**src/hw/rtl/ugcb_pkg.sv**
```systemverilog
`timescale 1ns / 1ps
`default_nettype none
// shared types and constants of the uniform grid cell binning block
package ugcb_pkg;

	// grid and slot geometry
	localparam int MAX_CELLS_PER_AXIS = 8;
	localparam int SLOTS_PER_CELL     = 8;
	localparam int MAX_PARTICLES      = 1024;
	localparam int FRAC_BITS          = 16;

	// word field widths
	localparam int POS_W  = 24;
	localparam int ID_W   = $clog2(MAX_PARTICLES);
	localparam int AXIS_W = $clog2(MAX_CELLS_PER_AXIS);
	localparam int IDX_W  = 3 * AXIS_W;
	localparam int SLOT_W = $clog2(SLOTS_PER_CELL);
	localparam int CNT_W  = $clog2(SLOTS_PER_CELL + 1);
	localparam int IP_W   = POS_W - FRAC_BITS - 1;

	// configuration port
	localparam int CFG_W     = 4;
	localparam int CFG_IDX_W = 2;
	localparam logic [CFG_IDX_W-1:0] REG_CELLS_X = 2'd0;
	localparam logic [CFG_IDX_W-1:0] REG_CELLS_Y = 2'd1;
	localparam logic [CFG_IDX_W-1:0] REG_CELLS_Z = 2'd2;
	localparam logic [CFG_W-1:0]     CELLS_RESET = 4'd8;

	// count memory: two cells per row, one valid bit per row
	localparam int NUM_CELLS = MAX_CELLS_PER_AXIS * MAX_CELLS_PER_AXIS * MAX_CELLS_PER_AXIS;
	localparam int ROW_CELLS = 2;
	localparam int NUM_ROWS  = NUM_CELLS / ROW_CELLS;
	localparam int ROW_AW    = IDX_W - 1;
	localparam int ROW_DW    = ROW_CELLS * CNT_W;

	// slot list memory
	localparam int SLOT_DEPTH = NUM_CELLS * SLOTS_PER_CELL;
	localparam int SLOT_AW    = IDX_W + SLOT_W;

	// operation codes
	localparam logic OP_CLEAR  = 1'b0;
	localparam logic OP_INSERT = 1'b1;

	typedef enum logic [1:0] {
		ST_STORED        = 2'd0,
		ST_OUT_OF_DOMAIN = 2'd1,
		ST_CELL_FULL     = 2'd2,
		ST_CLEARED       = 2'd3
	} status_t;

endpackage
`default_nettype wire

```
**src/hw/rtl/ugcb_intf.sv**
```systemverilog
`timescale 1ns / 1ps
`default_nettype none
// channel interfaces of the uniform grid cell binning block
interface ugcb_in_if import ugcb_pkg::*; ();
	logic                    valid;
	logic                    ready;
	logic                    op;
	logic [ID_W-1:0]         particle_id;
	logic signed [POS_W-1:0] pos_x;
	logic signed [POS_W-1:0] pos_y;
	logic signed [POS_W-1:0] pos_z;

	modport source (output valid, op, particle_id, pos_x, pos_y, pos_z, input ready);
	modport sink (input valid, op, particle_id, pos_x, pos_y, pos_z, output ready);
endinterface

interface ugcb_out_if import ugcb_pkg::*; ();
	logic              valid;
	logic              ready;
	status_t           status;
	logic [AXIS_W-1:0] cell_x;
	logic [AXIS_W-1:0] cell_y;
	logic [AXIS_W-1:0] cell_z;
	logic [IDX_W-1:0]  cell_index;
	logic [SLOT_W-1:0] slot;

	modport source (output valid, status, cell_x, cell_y, cell_z, cell_index, slot,
		input ready);
	modport sink (input valid, status, cell_x, cell_y, cell_z, cell_index, slot,
		output ready);
endinterface

interface ugcb_cfg_if import ugcb_pkg::*; ();
	logic                 valid;
	logic                 ready;
	logic [CFG_IDX_W-1:0] index;
	logic [CFG_W-1:0]     data;

	modport source (output valid, index, data, input ready);
	modport sink (input valid, index, data, output ready);
endinterface
`default_nettype wire

```
**src/hw/rtl/ugcb_ram.sv**
```systemverilog
`timescale 1ns / 1ps
`default_nettype none
// generic single write port ram with registered read
module ugcb_ram #(
	parameter int WIDTH = 8,
	parameter int DEPTH = 256
) (
	input  wire logic                     clk,
	input  wire logic                     wr_en,
	input  wire logic [$clog2(DEPTH)-1:0] wr_addr,
	input  wire logic [WIDTH-1:0]         wr_data,
	input  wire logic [$clog2(DEPTH)-1:0] rd_addr,
	output      logic [WIDTH-1:0]         rd_data
);

	logic [WIDTH-1:0] mem [DEPTH];

	// read returns the old word when the same address is written
	always_ff @(posedge clk) begin
		if (wr_en) begin
			mem[wr_addr] <= wr_data;
		end
		rd_data <= mem[rd_addr];
	end

endmodule
`default_nettype wire

```
**src/hw/rtl/uniform_grid_cell_binning_top.sv**
```systemverilog
`timescale 1ns / 1ps
`default_nettype none
// top level of the uniform grid cell binning block
//
// channel   dir   word contents
// -------   ---   ---------------------------------------------
// item      in    op, particle_id, pos_x, pos_y, pos_z
// result    out   status, cell_x, cell_y, cell_z, cell_index, slot
// cfg       in    index (0 cells_x, 1 cells_y, 2 cells_z), data
//
// one word per cycle unless result stalls; stages 1 and 2 feed the output register
// the rate is set by the count memory read-modify-write, closed by a one-entry forward
// reset clears the per-row valid bits at once, so there is no clearing pass
// a clear drops all row valid bits at once; the slot lists are never cleared
// a stalled result holds the output register; earlier stages keep filling behind it
module uniform_grid_cell_binning_top import ugcb_pkg::*; (
	input wire logic   clk,
	input wire logic   arst_n,
	ugcb_in_if.sink    item,
	ugcb_out_if.source result,
	ugcb_cfg_if.sink   cfg
);

	// configuration registers
	logic [CFG_W-1:0] cells_x_q;
	logic [CFG_W-1:0] cells_y_q;
	logic [CFG_W-1:0] cells_z_q;

	// stage 1: raw word
	logic                    v_s1;
	logic                    op_s1;
	logic [ID_W-1:0]         id_s1;
	logic signed [POS_W-1:0] px_s1;
	logic signed [POS_W-1:0] py_s1;
	logic signed [POS_W-1:0] pz_s1;

	// stage 1 decode
	logic              ok_c;
	logic [AXIS_W-1:0] cx_c;
	logic [AXIS_W-1:0] cy_c;
	logic [AXIS_W-1:0] cz_c;
	logic [IDX_W-1:0]  idx_c;

	// stage 2: decoded word, count row read in flight
	logic              v_s2;
	logic              op_s2;
	logic [ID_W-1:0]   id_s2;
	logic              ok_s2;
	logic [AXIS_W-1:0] cx_s2;
	logic [AXIS_W-1:0] cy_s2;
	logic [AXIS_W-1:0] cz_s2;
	logic [IDX_W-1:0]  idx_s2;

	// count memory and valid bits
	logic [NUM_ROWS-1:0] vld_q;
	logic                fwd_vld_q;
	logic [ROW_AW-1:0]   fwd_row_q;
	logic [ROW_DW-1:0]   fwd_data_q;
	logic [ROW_AW-1:0]   row_s2;
	logic                half_s2;
	logic [ROW_AW-1:0]   cnt_rd_addr;
	logic [ROW_DW-1:0]   cnt_rd_data;
	logic [ROW_DW-1:0]   row_data;
	logic [ROW_DW-1:0]   row_new;
	logic                fwd_hit;
	logic [CNT_W-1:0]    cnt;
	logic                full;
	logic                ins_wr;
	status_t             status_c;

	// stage handshakes
	logic adv1;
	logic adv2;
	logic s2_free;

	// output register
	logic              out_valid_q;
	status_t           status_q;
	logic [AXIS_W-1:0] cell_x_q;
	logic [AXIS_W-1:0] cell_y_q;
	logic [AXIS_W-1:0] cell_z_q;
	logic [IDX_W-1:0]  cell_index_q;
	logic [SLOT_W-1:0] slot_q;

	// in range: non-negative and integer part below the clamped cell count
	function automatic logic axis_ok(input logic signed [POS_W-1:0] p,
		input logic [CFG_W-1:0] cells);
		logic [IP_W-1:0]  ip;
		logic [CFG_W-1:0] eff;
		ip  = p[POS_W-2:FRAC_BITS];
		eff = (cells > CFG_W'(MAX_CELLS_PER_AXIS)) ? CFG_W'(MAX_CELLS_PER_AXIS) : cells;
		return !p[POS_W-1] && (ip < IP_W'(eff));
	endfunction

	// ---------------------------------------------------------------- config
	assign cfg.ready = 1'b1;

	always_ff @(posedge clk or negedge arst_n) begin
		if (!arst_n) begin
			cells_x_q <= CELLS_RESET;
			cells_y_q <= CELLS_RESET;
			cells_z_q <= CELLS_RESET;
		end else if (cfg.valid && cfg.ready) begin
			unique case (cfg.index)
				REG_CELLS_X: cells_x_q <= cfg.data;
				REG_CELLS_Y: cells_y_q <= cfg.data;
				REG_CELLS_Z: cells_z_q <= cfg.data;
				default: ; // index beyond the register list is dropped
			endcase
		end
	end

	// ---------------------------------------------------------------- flow
	assign adv2       = v_s2 && (!out_valid_q || result.ready);
	assign s2_free    = !v_s2 || adv2;
	assign adv1       = v_s1 && s2_free;
	assign item.ready = !v_s1 || adv1;

	// ---------------------------------------------------------------- stage 1
	always_ff @(posedge clk or negedge arst_n) begin
		if (!arst_n) begin
			v_s1 <= 1'b0;
		end else if (item.ready) begin
			v_s1 <= item.valid;
		end
	end

	always_ff @(posedge clk) begin
		if (item.valid && item.ready) begin
			op_s1 <= item.op;
			id_s1 <= item.particle_id;
			px_s1 <= item.pos_x;
			py_s1 <= item.pos_y;
			pz_s1 <= item.pos_z;
		end
	end

	// cell is the truncated integer part on each axis
	always_comb begin
		ok_c  = axis_ok(px_s1, cells_x_q) && axis_ok(py_s1, cells_y_q)
			&& axis_ok(pz_s1, cells_z_q);
		cx_c  = px_s1[FRAC_BITS +: AXIS_W];
		cy_c  = py_s1[FRAC_BITS +: AXIS_W];
		cz_c  = pz_s1[FRAC_BITS +: AXIS_W];
		idx_c = {cx_c, cy_c, cz_c};
	end

	// ---------------------------------------------------------------- stage 2
	always_ff @(posedge clk or negedge arst_n) begin
		if (!arst_n) begin
			v_s2 <= 1'b0;
		end else if (s2_free) begin
			v_s2 <= adv1;
		end
	end

	always_ff @(posedge clk) begin
		if (adv1) begin
			op_s2  <= op_s1;
			id_s2  <= id_s1;
			ok_s2  <= ok_c;
			cx_s2  <= cx_c;
			cy_s2  <= cy_c;
			cz_s2  <= cz_c;
			idx_s2 <= idx_c;
		end
	end

	assign row_s2  = idx_s2[IDX_W-1:1];
	assign half_s2 = idx_s2[0];

	// reread the held row while stage 2 waits, so its read data stays current
	assign cnt_rd_addr = adv1 ? idx_c[IDX_W-1:1] : row_s2;

	ugcb_ram #(
		.WIDTH (ROW_DW),
		.DEPTH (NUM_ROWS)
	) u_count_ram (
		.clk     (clk),
		.wr_en   (ins_wr),
		.wr_addr (row_s2),
		.wr_data (row_new),
		.rd_addr (cnt_rd_addr),
		.rd_data (cnt_rd_data)
	);

	// forward covers the write made in the same cycle as the read
	always_comb begin
		fwd_hit  = fwd_vld_q && (fwd_row_q == row_s2);
		row_data = fwd_hit ? fwd_data_q : (vld_q[row_s2] ? cnt_rd_data : '0);
		cnt      = half_s2 ? row_data[CNT_W +: CNT_W] : row_data[0 +: CNT_W];
		full     = cnt >= CNT_W'(SLOTS_PER_CELL);
		row_new  = row_data;
		if (half_s2) begin
			row_new[CNT_W +: CNT_W] = cnt + CNT_W'(1);
		end else begin
			row_new[0 +: CNT_W] = cnt + CNT_W'(1);
		end
		priority if (op_s2 == OP_CLEAR) begin
			status_c = ST_CLEARED;
		end else if (!ok_s2) begin
			status_c = ST_OUT_OF_DOMAIN;
		end else if (full) begin
			status_c = ST_CELL_FULL;
		end else begin
			status_c = ST_STORED;
		end
		ins_wr = adv2 && (status_c == ST_STORED);
	end

	always_ff @(posedge clk or negedge arst_n) begin
		if (!arst_n) begin
			vld_q     <= '0;
			fwd_vld_q <= 1'b0;
		end else if (adv2) begin
			if (status_c == ST_CLEARED) begin
				vld_q     <= '0;
				fwd_vld_q <= 1'b0;
			end else if (ins_wr) begin
				vld_q[row_s2] <= 1'b1;
				fwd_vld_q     <= 1'b1;
			end
		end
	end

	always_ff @(posedge clk) begin
		if (ins_wr) begin
			fwd_row_q  <= row_s2;
			fwd_data_q <= row_new;
		end
	end

	// slot lists are written only
	ugcb_ram #(
		.WIDTH (ID_W),
		.DEPTH (SLOT_DEPTH)
	) u_slot_ram (
		.clk     (clk),
		.wr_en   (ins_wr),
		.wr_addr ({idx_s2, cnt[SLOT_W-1:0]}),
		.wr_data (id_s2),
		.rd_addr ({idx_s2, cnt[SLOT_W-1:0]}),
		.rd_data ()
	);

	// ---------------------------------------------------------------- result
	always_ff @(posedge clk or negedge arst_n) begin
		if (!arst_n) begin
			out_valid_q <= 1'b0;
		end else if (adv2) begin
			out_valid_q <= 1'b1;
		end else if (result.ready) begin
			out_valid_q <= 1'b0;
		end
	end

	// cell fields are zero unless the id was stored
	always_ff @(posedge clk) begin
		if (adv2) begin
			status_q     <= status_c;
			cell_x_q     <= (status_c == ST_STORED) ? cx_s2 : '0;
			cell_y_q     <= (status_c == ST_STORED) ? cy_s2 : '0;
			cell_z_q     <= (status_c == ST_STORED) ? cz_s2 : '0;
			cell_index_q <= (status_c == ST_STORED) ? idx_s2 : '0;
			slot_q       <= (status_c == ST_STORED) ? cnt[SLOT_W-1:0] : '0;
		end
	end

	assign result.valid      = out_valid_q;
	assign result.status     = status_q;
	assign result.cell_x     = cell_x_q;
	assign result.cell_y     = cell_y_q;
	assign result.cell_z     = cell_z_q;
	assign result.cell_index = cell_index_q;
	assign result.slot       = slot_q;

	// ---------------------------------------------------------------- checks
	// a stored count leaves its row valid
	assert property (@(posedge clk) disable iff (!arst_n)
		ins_wr |=> vld_q[$past(row_s2)])
		else $error("row not valid after count write");

	// a clear empties every row
	assert property (@(posedge clk) disable iff (!arst_n)
		(adv2 && status_c == ST_CLEARED) |=> (vld_q == '0 && !fwd_vld_q))
		else $error("rows still valid after clear");

	// the forward entry only ever names a valid row
	assert property (@(posedge clk) disable iff (!arst_n)
		fwd_vld_q |-> vld_q[fwd_row_q])
		else $error("forward entry on an invalid row");

	// a stored result reports the index of its own coordinates
	assert property (@(posedge clk) disable iff (!arst_n)
		(out_valid_q && status_q == ST_STORED)
			|-> (cell_index_q == {cell_x_q, cell_y_q, cell_z_q}))
		else $error("cell index does not match coordinates");

endmodule
`default_nettype wire
```
**src/flat_wrapper.sv**
```systemverilog
// flat-port wrapper written by rule: the top's interface ports become plain ports
module uniform_grid_cell_binning_top_flat import ugcb_pkg::*;
  (clk, arst_n, item_valid, item_op, item_particle_id, item_pos_x, item_pos_y, item_pos_z, item_ready, result_valid, result_status, result_cell_x, result_cell_y, result_cell_z, result_cell_index, result_slot, result_ready, cfg_valid, cfg_index, cfg_data, cfg_ready);
  ugcb_in_if item_i ();
  ugcb_out_if result_i ();
  ugcb_cfg_if cfg_i ();
  input wire logic clk;
  input wire logic arst_n;
  input wire logic [$bits(item_i.valid)-1:0] item_valid;
  input wire logic [$bits(item_i.op)-1:0] item_op;
  input wire logic [$bits(item_i.particle_id)-1:0] item_particle_id;
  input wire logic [$bits(item_i.pos_x)-1:0] item_pos_x;
  input wire logic [$bits(item_i.pos_y)-1:0] item_pos_y;
  input wire logic [$bits(item_i.pos_z)-1:0] item_pos_z;
  output wire logic [$bits(item_i.ready)-1:0] item_ready;
  output wire logic [$bits(result_i.valid)-1:0] result_valid;
  output wire logic [$bits(result_i.status)-1:0] result_status;
  output wire logic [$bits(result_i.cell_x)-1:0] result_cell_x;
  output wire logic [$bits(result_i.cell_y)-1:0] result_cell_y;
  output wire logic [$bits(result_i.cell_z)-1:0] result_cell_z;
  output wire logic [$bits(result_i.cell_index)-1:0] result_cell_index;
  output wire logic [$bits(result_i.slot)-1:0] result_slot;
  input wire logic [$bits(result_i.ready)-1:0] result_ready;
  input wire logic [$bits(cfg_i.valid)-1:0] cfg_valid;
  input wire logic [$bits(cfg_i.index)-1:0] cfg_index;
  input wire logic [$bits(cfg_i.data)-1:0] cfg_data;
  output wire logic [$bits(cfg_i.ready)-1:0] cfg_ready;
  assign item_i.valid = item_valid;
  assign item_i.op = item_op;
  assign item_i.particle_id = item_particle_id;
  assign item_i.pos_x = item_pos_x;
  assign item_i.pos_y = item_pos_y;
  assign item_i.pos_z = item_pos_z;
  assign item_ready = item_i.ready;
  assign result_valid = result_i.valid;
  assign result_status = result_i.status;
  assign result_cell_x = result_i.cell_x;
  assign result_cell_y = result_i.cell_y;
  assign result_cell_z = result_i.cell_z;
  assign result_cell_index = result_i.cell_index;
  assign result_slot = result_i.slot;
  assign result_i.ready = result_ready;
  assign cfg_i.valid = cfg_valid;
  assign cfg_i.index = cfg_index;
  assign cfg_i.data = cfg_data;
  assign cfg_ready = cfg_i.ready;
  uniform_grid_cell_binning_top u_core (.clk(clk), .arst_n(arst_n), .item(item_i), .result(result_i), .cfg(cfg_i));
endmodule
```
**config.mk**
```make
export PLATFORM = sky130hd
export DESIGN_NAME = uniform_grid_cell_binning_top_flat
export DESIGN_NICKNAME = d
export VERILOG_FILES = /design/src/hw/rtl/ugcb_pkg.sv /design/src/hw/rtl/ugcb_intf.sv /design/src/hw/rtl/ugcb_ram.sv /design/src/hw/rtl/uniform_grid_cell_binning_top.sv /design/src/flat_wrapper.sv
export SDC_FILE = /design/constraint.sdc
export NUM_CORES = 2
export LEC_CHECK = 0
export BUFFER_PORTS_ARGS = -buffer_cell sky130_fd_sc_hd__buf_2
export CAP_MARGIN = 10
export CORE_AREA = 2 2 444 446
export CTS_BUF_LIST = sky130_fd_sc_hd__clkbuf_4
export CTS_CLUSTER_DIAMETER = 150
export CTS_CLUSTER_SIZE = 14
export DETAILED_ROUTE_END_ITERATION = 10
export DIE_AREA = 0 0 446 448
export PLACE_DENSITY = 0.65
export RECOVER_POWER = 100
export REMOVE_ABC_BUFFERS = 1
export SETUP_SLACK_MARGIN = 0.4
export SYNTH_ARGS = -nofsm -noshare
export SYNTH_HDL_FRONTEND = slang
export SYNTH_SLANG_ARGS = --single-unit
```
**constraint.sdc**
```tcl
create_clock -name clk -period 16.45 [get_ports clk]
set_clock_uncertainty 0.1 [all_clocks]
set_input_delay 3.29 -clock clk [delete_from_list [all_inputs] [get_ports clk]]
set_output_delay 3.29 -clock clk [all_outputs]
set_load 0.01 [all_outputs]
```
==> key figures <==
Detailed routing
  – Pre-antenna DRT Iters: 6
  – Via density per instance: 6.31
  – Detailed Route WL: 272 mm
  – Routed len/inst: 28.2 µm
  – Detailed Route Iter0 Violations: 8042
  – Number of routed nets with antenna violations: 0
  – Vias: 60853
  – Drc violations: 0

Timing
  – Final hold viol count: 0
  – # setup viols final: 0
  – Fin crit share: 69.6%
  – Final worst path period need: 11.46 ns
  – RSZ-0062 raised after global routing: false
  – Fmax: 87.3 MHz
  – Slew Limit Headroom: -299%
  – Slew Limit Fails: 1148
  – Final WS setup: 4.99 ns
  – Worst Tran Pin Value: 5.99 ns

GRT
  – Grt ovf: 0
  – Vias in the first global route: 57297
  – Initial antenna violation count: 13
  – First-pass GRT wire length: 394 mm
  – GRT Overall Usage: 26.9%
  – Largest net degree at the start of global routing: 171

Yosys
  – Top_reg_cell synth: edfxtp_1
  – Synth warn: 0
  – Area leader, netlist: edfxtp_1
  – Post-synth top cells: edfxtp_1 (2114), nand2_1 (1653), nand3_1 (340)
  – Dominant cell by count in the synthesized netlist: edfxtp_1
  – EDFF count, synth: 2114
  – Synth top area cells: edfxtp_1 (65%), dfrtp_1 (6.9%), nand2_1 (6.4%), mux4_2 (2.3%), a311oi_1 (2.0%)
  – Register area share after synthesis: 72.6%
  – Yosys cell types: 81
  – Seq cells post-synth: 2394
  – Syn Inst Count: 7135
  – Async SR Flop Fraction: 11.4%
  – Cell Area, Synth: 0.0971 mm²
  – Post-synth top area share: 65.4%
  – Mapped Avg Cell Area: 13.6 µm²

Power and ir drop
  – Sw power: 3.55 mW
  – Internal power: 8.43 mW
  – Sw Ratio: 29.6%
  – Sequential power share: 60.5%
  – Peak VDD IR: 101 µV
  – Clock power share: 21.5%
  – Combinational cell fraction of total power: 18.0%
  – Power density over the cells: 118 mW/mm²
  – P_leak: 34.4 nW

Die
  – Initial Util: 49.9%
  – Num rows: 162
  – Core Area: 0.195 mm²
  – Die Footprint: 0.200 mm²
  – Die W: 446 µm
  – Ports: 120
  – Chip height: 448 µm

Setup path
  – WS Path Type: flop to flop
  – Crit. End Element: flop
  – CP cell instances: clkbuf_1, buf_4, mux4_2, nand3_1, nand3_1, a21oi_1, a221oi_1, o32a_1, nor2b_1, a22o_1, nand4_1, xor2_4, clkbuf_1, buf_4
  – Slowest CP cell: clkbuf_1
  – Max FO, Critical Path: 86
  – CP startpoint kind: flop
  – WP data required: 17.33 ns
  – CP Data Arrival Time: 12.33 ns
  – Slowest Stage Delay on Critical Path: 2.70 ns

Layout
  – Layout area overhead: 4.51%
  – Nets: 7115
  – Non-filler cells, final: 9643
  – Final instance area: 0.101 mm²
  – Fraction of layout instances using a drive strength above 1: 8.35%
  – Filler instances: 16314

Clocking
  – Clk_lat worst skew: 1.39 ns
  – Post-CTS Setup Bufs: 0
  – Number of CTS-inserted buffers: 188
  – Cts hold-fix bufs: 0
  – Clock buffer depth: 3
  – CTS H-Tree Depth: 4
  – Worst-path clk slew: 0.15 ns
  – Post-CTS Resized: 0
  – Root Driver: clkbuf_4
  – CTS tree: done
  – CTS sink count: 2394

Place
  – Port Buffer Count: 60
  – Gpl congestion: 0.885
  – Dpl cell area: 0.0996 mm²
  – # placed instances: 9359
  – DP Worst Slack: 6.68 ns
  – Detailed placer's ending HPWL: 160 mm

Job
  – Max cap viols: 28

Worst hold path
  – Worst hold path class: flop to flop

Run status
  – Failing checks: max-capacitance violations, max-slew violations
  – Status: complete, but fails checks
-- cells by family (layout without fill, tap and decap cells) --
kind of cell	after synthesis	in the layout	share of synthesized area, %
other cells	1	11	0.00386
xor+xnor	14	14	0.126
buf+inv	542	498	2.65
simple gates	2646	2646	11.5
flops	2394	2394	72.6
fa+ha+maj	11	11	0.142
mux	292	292	4.35
compound gates	1235	1235	8.73
-- power groups by stage --
stage	combinational [mW]	sequential (mW)	clock, mW
2_1_floorplan	1.58	7.54	0
3_3_place_gp	2.09	7.35	0
3_5_place_dp	2.15	7.36	0
4_1_cts	2.15	7.22	2.60
5_1_grt	2.29	7.25	2.81
6_report	2.16	7.25	2.57
-- sequential cells by signal (all words and copies together) (netlist names) --
register                    flops
u_core.result.status            2
u_core.v_s2                     1
u_core.py_s1                    8
u_core.v_s1                     1
u_core.result.valid             1
u_core.result.slot              3
u_core.cells_x_q                4
u_core.op_s2                    1
u_core.u_count_ram.rd_data      8
u_core.cells_z_q                4
u_core.idx_s2                   9
u_core.u_count_ram.mem       2048
u_core.fwd_data_q               8
u_core.ok_s2                    1
u_core.cells_y_q                4
u_core.op_s1                    1
u_core.result.cell_index        9
u_core.pz_s1                    8
u_core.px_s1                    8
u_core.fwd_row_q                8
u_core.vld_q                  256
u_core.fwd_vld_q                1
-- placed cells by master (no fill, tap or decap), drive strengths merged, types with 80 or more instances in the layout --
master	n
edfxtp	2114
nand2	1653
nand3	340
nor2	336
a21oi	334
clkbuf	326
dfrtp	269
a311oi	220
o21ai	184
mux2i	162
buf	151
and3	132
mux4	101
nor3	80
-- per-layer routing --
metal	vias up	part of all wire (%)	track usage, %	wire length [µm]
li1	26368	-	-	-
met1	30839	40	38.5	109000
met2	3150	46	40.9	125000
met3	492	9.8	5.00	26600
met4	4	4.3	11.0	11600
met5	-	0.019	0	52
-- worst paths after layout --
| kind | startpoint | endpoint | slack [ns] | depth (start not counted) |
|---|---|---|---|---|
| max | u_core.idx_s2[1] | u_core.u_count_ram.mem[71][7] | 4.99 | 14 |
| min | u_core.op_s1 | u_core.op_s2 | 0.36 | 0 |
| max reg2reg | u_core.idx_s2[1] | u_core.u_count_ram.mem[71][7] | 4.99 | 14 |
| min reg2reg | u_core.op_s1 | u_core.op_s2 | 0.36 | 0 |
| max in group asynchronous | arst_n | u_core.vld_q[200] | 7.80 | 3 |
| min in group asynchronous | arst_n | u_core.vld_q[31] | 3.97 | 1 |
-- final cells by class --
type / count / area [µm²] / share of cell area, %
flip-flops and latches: 2394 / 70500 / 69.4
clock buffers: 260 / 1950 / 1.92
inverters: 10 / 37.5 / 0.0370
clock inverters: 11 / 134 / 0.132
diodes: 10 / 25.0 / 0.0247
repair buffers: 217 / 1440 / 1.42
well taps: 2542 / 3180 / 3.13
multi-input cells: 4199 / 24300 / 23.9
-- worst max-delay path: cells and delay by family (launching register included) --
kind            cells  cell delay, ns
buf+inv             4            7.39
mux                 1            0.45
simple gates        4            1.12
compound gates      4            1.22
flops               1            0.36
xor+xnor            1            0.22
-- per-stage QoR --
step | util, % | power (mW) | hold slack (ns) | TNS, ns
2_1_floorplan | - | 9.12 | 0.300 | -23.32
3_3_place_gp | 51.2 | 9.45 | 0.342 | 0
3_5_place_dp | 51.2 | 9.50 | 0.348 | 0
4_1_cts | 52.3 | 12.0 | 0.364 | 0
5_1_grt | 52.1 | 12.4 | 0.381 | 0
6_report | 52.2 | 12.0 | 0.365 | 0
(Power assumes the default switching activity.)
